### src/design/edf_pkg.sv
// package for the edf tick scheduler: sizes, register indexes and cell link types
// no dependencies
package edf_pkg;

  localparam int unsigned TASKS     = 4;
  localparam int unsigned IDX_W     = 2;
  localparam int unsigned VAL_W     = 8;
  localparam int unsigned REG_IDX_W = 3;

  // register index bases
  localparam logic [REG_IDX_W-1:0] REG_DEADLINE_BASE = 3'd0;
  localparam logic [REG_IDX_W-1:0] REG_COST_BASE     = 3'd4;

  localparam logic [VAL_W-1:0] VAL_MAX = {VAL_W{1'b1}};

  // data handed from one cell to the next within a tick
  typedef struct packed {
    logic             miss;
    logic [IDX_W-1:0] miss_idx;
    logic             found;
    logic [IDX_W-1:0] best_idx;
    logic [VAL_W-1:0] best_left;
  } link_t;

  // per tick decision broadcast to every cell
  typedef struct packed {
    logic             accept;
    logic             start;
    logic             commit;
    logic [IDX_W-1:0] run_idx;
    logic             run_sel;
  } ctrl_t;

  // configuration write as seen by the cells
  typedef struct packed {
    logic                 we;
    logic [REG_IDX_W-1:0] idx;
    logic [VAL_W-1:0]     data;
  } cfg_t;

endpackage

### src/design/edf_cell.sv
// one task cell of the edf scheduler chain: config, work and phase of one task
// depends on edf_pkg for link, control and config types
module edf_cell
  import edf_pkg::*;
(
  input  logic             clk_i,
  input  logic             rst_ni,
  input  logic [IDX_W-1:0] cell_idx_i,
  input  cfg_t             cfg_i,
  input  link_t            link_i,
  input  ctrl_t            ctrl_i,
  output link_t            link_o
);

  logic [VAL_W-1:0] deadline_q;
  logic [VAL_W-1:0] cost_q;
  logic [VAL_W-1:0] work_q, work_d;
  logic [VAL_W-1:0] phase_q, phase_d;

  logic [VAL_W-1:0] eff_dl;
  logic [VAL_W-1:0] work_eff, phase_eff;
  logic [VAL_W-1:0] work_rel, phase_rel;
  logic [VAL_W-1:0] left;
  logic             boundary;
  logic             my_miss;
  logic             take;
  logic             selected;

  // configuration registers of this task
  always_ff @(posedge clk_i or negedge rst_ni) begin
    if (!rst_ni) begin
      deadline_q <= VAL_W'(1);
      cost_q     <= '0;
    end else if (cfg_i.we) begin
      if (cfg_i.idx == (REG_DEADLINE_BASE + REG_IDX_W'(cell_idx_i))) begin
        deadline_q <= cfg_i.data;
      end
      if (cfg_i.idx == (REG_COST_BASE + REG_IDX_W'(cell_idx_i))) begin
        cost_q <= cfg_i.data;
      end
    end
  end

  // state as seen after an optional restart
  always_comb begin
    eff_dl    = (deadline_q == '0) ? VAL_W'(1) : deadline_q;
    work_eff  = ctrl_i.start ? cost_q : work_q;
    phase_eff = ctrl_i.start ? '0 : phase_q;
    boundary  = (phase_eff >= eff_dl);
    my_miss   = boundary && (work_eff != '0);
    work_rel  = boundary ? cost_q : work_eff;
    phase_rel = boundary ? '0 : phase_eff;
    left      = eff_dl - phase_rel;
  end

  // miss and minimum search handed to the next cell
  always_comb begin
    take = (work_rel != '0) && (!link_i.found || (left < link_i.best_left));
    link_o.miss      = link_i.miss | my_miss;
    link_o.miss_idx  = link_i.miss ? link_i.miss_idx : cell_idx_i;
    link_o.found     = link_i.found | take;
    link_o.best_idx  = take ? cell_idx_i : link_i.best_idx;
    link_o.best_left = take ? left : link_i.best_left;
  end

  // next work and phase
  always_comb begin
    selected = ctrl_i.run_sel && (ctrl_i.run_idx == cell_idx_i);
    if (ctrl_i.commit) begin
      work_d  = work_rel - VAL_W'(selected);
      phase_d = (phase_rel == VAL_MAX) ? phase_rel : phase_rel + VAL_W'(1);
    end else begin
      work_d  = work_eff;
      phase_d = phase_eff;
    end
  end

  always_ff @(posedge clk_i or negedge rst_ni) begin
    if (!rst_ni) begin
      work_q  <= '0;
      phase_q <= '0;
    end else if (ctrl_i.accept) begin
      work_q  <= work_d;
      phase_q <= phase_d;
    end
  end

endmodule

### config.mk
export PLATFORM = sky130hd
export DESIGN_NAME = edf_cell
export DESIGN_NICKNAME = d
export VERILOG_FILES = /design/src/design/edf_pkg.sv /design/src/design/edf_cell.sv
export SDC_FILE = /design/constraint.sdc
export NUM_CORES = 1
export LEC_CHECK = 0
export BUFFER_PORTS_ARGS = -buffer_cell sky130_fd_sc_hd__buf_2
export CORE_MARGIN = 3
export CORE_UTILIZATION = 64
export CTS_BUF_LIST = sky130_fd_sc_hd__clkbuf_2 sky130_fd_sc_hd__clkbuf_4 sky130_fd_sc_hd__clkbuf_8
export DETAILED_ROUTE_END_ITERATION = 6
export PLACE_DENSITY = 0.95
export SLEW_MARGIN = 20
export SYNTH_ARGS = -nofsm -noshare
export SYNTH_HDL_FRONTEND = slang
export SYNTH_SLANG_ARGS = --single-unit
### constraint.sdc
create_clock -name clk_i -period 6.4 [get_ports clk_i]
set_input_delay 0 -clock clk_i [delete_from_list [all_inputs] [get_ports clk_i]]
set_output_delay 0 -clock clk_i [all_outputs]
set_load 0.03 [all_outputs]
==> impl_results.md <==
* Status: completed
* Placer Congestion at approximately 0.95
* Critical Path RT at around 6.4 ns
* Most common cell after layout, fill and taps aside: buf_2
* Clock buffer depth at 2
* TritonCTS clock tree: done
* Final setup vio count at 0
* Tcrit/Tclk final at 0.872
* Finished Layout Cells at 452
* Min-Delay Startpoint: ctrl_i[5]
* Peak VDD IR at 0.000300 V
* Pint at 0.683 mW
* Site row count at 24
* # DRC at 0
* Async SR Flop Fraction at 1.00
* Slew headroom at 0.460
* Die Width at ~75 um
* Vias in the first global route at between 3000 and 4000
* Final wirelength at a little over 9000 um
* Max Clock Skew at ~0.0094 ns
* Core area at approximately 4400 um2
* Worst-path clk slew at about 0.07 ns
* Synth Area in Compound Gates at 0.198
* Post-synthesis instance area at 3020 um2
* Startpoint types: flip-flop
* RR Startpoint: phase_q[2]
* Kind of critical path: flip-flop to primary output
* Fin crit period at ~5.6 ns
* #FFs+latches synth at 32
* Area of placed instances at between 3000 and 4000 um2
* Mux cell area share after synthesis at 0.122
* CP max-delay cell: a211oi_2
* Total CTS buffers at 5
* Post-synthesis xor/xnor area fraction at 0.0423
* Vias at 3083
* WL/cell at 20.2 um
* Clock power frac at 0.158
* Post-DP HPWL at around 6300 um
* DR pass1 iterations at 5
* I/O Pins at 50
* Final hold vios at 0
* Largest family of logic cells by synthesized area: simple AND/OR/NAND/NOR gates
* Final instance area at 3470 um2
* Pleak at 1.66 nW
* Setup TNS at 0 ns
* Post-Syn Instances at about 350
* Largest net degree at the start of global routing at 33
* Hold Buf Count CTS at 9
* Worst Setup End Kind: primary output
* EDFF count, synth at 0
* Worst Setup SP: phase_q[2]
* Switch Pwr at 0.582 mW
* Adder-cell share of the synthesized area at 0.110
* IO buf count at 49
* DIE HEIGHT at ~75 um
* P per Cell Area at 364 nW/um2
* P&R area growth vs syn at 15.1%
* Initial antenna violation count at 0
* CP peak stage delay at approximately 0.43 ns
* DRT antenna net count at 0
* Comb pwr share at 0.580
* Post-CTS setup buffers at 0
* Crit path DAT at 5.58 ns
* Synth Area in Simple Gates at 0.204
* N_diodes at 0
* Worst-path fanout max at 10
* Routed vias/inst at 6.82
* Clock tree root driver cell: clkbuf_8
* Nets@finish at between 400 and 500
* Worst skew pair latency at 0.29 ns
* Sw Share at 0.460
* DIE AREA at roughly 5600 um2
* Max-Cap Viols at 0
* Unrepaired setup endpoints after global routing: no
* Mapped Nets at about 410
* Worst min path class: primary input to flip-flop
* Seq/Total Area, Yosys at 0.266
* Most frequent cells in the layout: 49 x buf_2, 36 x nand2_1, 31 x dfrtp_1
* Fmax at 0.179 GHz
* CTS H-tree depth at 2
* Initial Util at 0.679
* Main synth FF type: dfrtp_1
* Finished Core Util at 0.782
* Share of layout cells above drive strength 1 at 0.240
* Synth cell types at 67
* Part of the power in registers at 0.262
* Yosys Warn Count at 0
* Dpl cells at ~440
* Clock sinks at 32
* Post_cts resized at 0
* Average size of a mapped cell at slightly below 9 um2
* Overflow after GRT at 0
* Global-route wire length before repair at ~15000 um
* Slew Viols, Final at 0
* Slew of the pin with the lowest slew margin at around 0.8 ns
* Final hold slack at between 0.09 and 0.1 ns
* First DRT Iteration DRCs at around 390
* Critical-path cell list: nor2b_1 > ha_1 > o211a_1 > a211oi_2 > nor3_2 > nor2_2 > nand2_1 > inv_1 > fa_1 > nor2b_1 > o21ai_0 > a21boi_0 > or4_1 > nand3_1 > ha_1 > nand4_1 > o211a_1 > o21ai_4 > mux2_4 > buf_2
* GRT Util Overall at 0.342
-- logic make-up after synthesis --
group	Yosys count
simple gates	116
fa+ha+maj	26
xor+xnor	13
mux	30
compound gates	87
flops	32
buf+inv	43
-- synth_stat cells (all sizes together) (2+ instances only) --
library cell | number | area share
mux2i | 9 | 0.034
a221o | 3 | 0.010
a31oi | 6 | 0.012
nor2 | 19 | 0.024
nand4 | 3 | 0.0062
nand2 | 36 | 0.045
o32ai | 2 | 0.0058
o31ai | 2 | 0.0066
a21o | 6 | 0.015
mux2 | 21 | 0.088
a32o | 2 | 0.0066
clkbuf | 11 | 0.014
o21ai | 26 | 0.047
and3 | 4 | 0.0083
xor2 | 5 | 0.015
a21oi | 19 | 0.035
inv | 28 | 0.035
or3 | 5 | 0.011
nor2b | 7 | 0.015
nand2b | 3 | 0.0062
buf | 3 | 0.0071
nand3 | 11 | 0.018
a41oi | 2 | 0.0058
nor4 | 2 | 0.0041
or4 | 3 | 0.010
dfrtp | 31 | 0.26
o22ai | 3 | 0.0062
o211a | 2 | 0.0066
nor3 | 14 | 0.030
ha | 25 | 0.10
a211oi | 4 | 0.012
o211ai | 3 | 0.0075
xnor2 | 7 | 0.020
-- state kept, by name, indices dropped and copies added, names as in the netlist --
register	cells
cost_q	8
deadline_q	8
phase_q	8
work_q	8
-- worst paths after layout --
check                                     end  slack (ns)  depth (start not counted)
worst max-delay path                link_o[8]        0.82                         20
worst min-delay path                work_q[6]        0.09                          2
worst max register to register     phase_q[1]        2.02                         15
worst min register to register     phase_q[4]        0.53                          2
max in group asynchronous       deadline_q[3]        5.62                          2
min in group asynchronous           work_q[7]        0.31                          2
-- worst max-delay path, delay by kind of cell, from the launching register on --
family / cells / cell delay [ns]
AO/OA/AOI/OAI: 6 / 1.75
AND/OR/NAND/NOR: 8 / 1.74
adder cells (fa/ha/maj): 3 / 0.69
flip-flops: 1 / 0.40
buffers and inverters: 2 / 0.35
multiplexers: 1 / 0.35
-- power by group through the flow --
stage | logic, mW | registers, mW | clock network, mW
final | 0.734 | 0.331 | 0.200
after global routing | 0.799 | 0.335 | 0.208
after CTS | 0.723 | 0.324 | 0.198
after detailed placement | 0.712 | 0.327 | 0
after global placement | 0.676 | 0.324 | 0
after floorplan | 0.568 | 0.301 | 0
-- per-layer routing --
| metal | global-route usage | up-vias | part of all wire |
|---|---|---|---|
| met4 | 0.170 | 0 | 0.050 |
| met3 | 0.0668 | 58 | 0.084 |
| met2 | 0.587 | 219 | 0.51 |
| li1 | - | 1379 | - |
| met1 | 0.408 | 1427 | 0.36 |
| met5 | 0 | - | 0 |
-- cell type report --
class | count | area [um2]
Multi-Input combinational cell | 272 | 2040
Fill cell | 282 | 971
Sequential cell | 32 | 802
Timing Repair Buffer | 59 | 343
Inverter | 29 | 109
Clock buffer | 5 | 68.8
Tap cell | 52 | 65.1
Clock inverter | 3 | 42.5
-- through the flow --
step,total power [mW],setup WS [ns]
final,1.26,0.819
after global placement,1.00,1.50
after global routing,1.34,0.467
after detailed placement,1.04,1.26
after floorplan,0.869,1.72
after CTS,1.24,0.915
No activity file was read; power rests on OpenSTA's default activity.
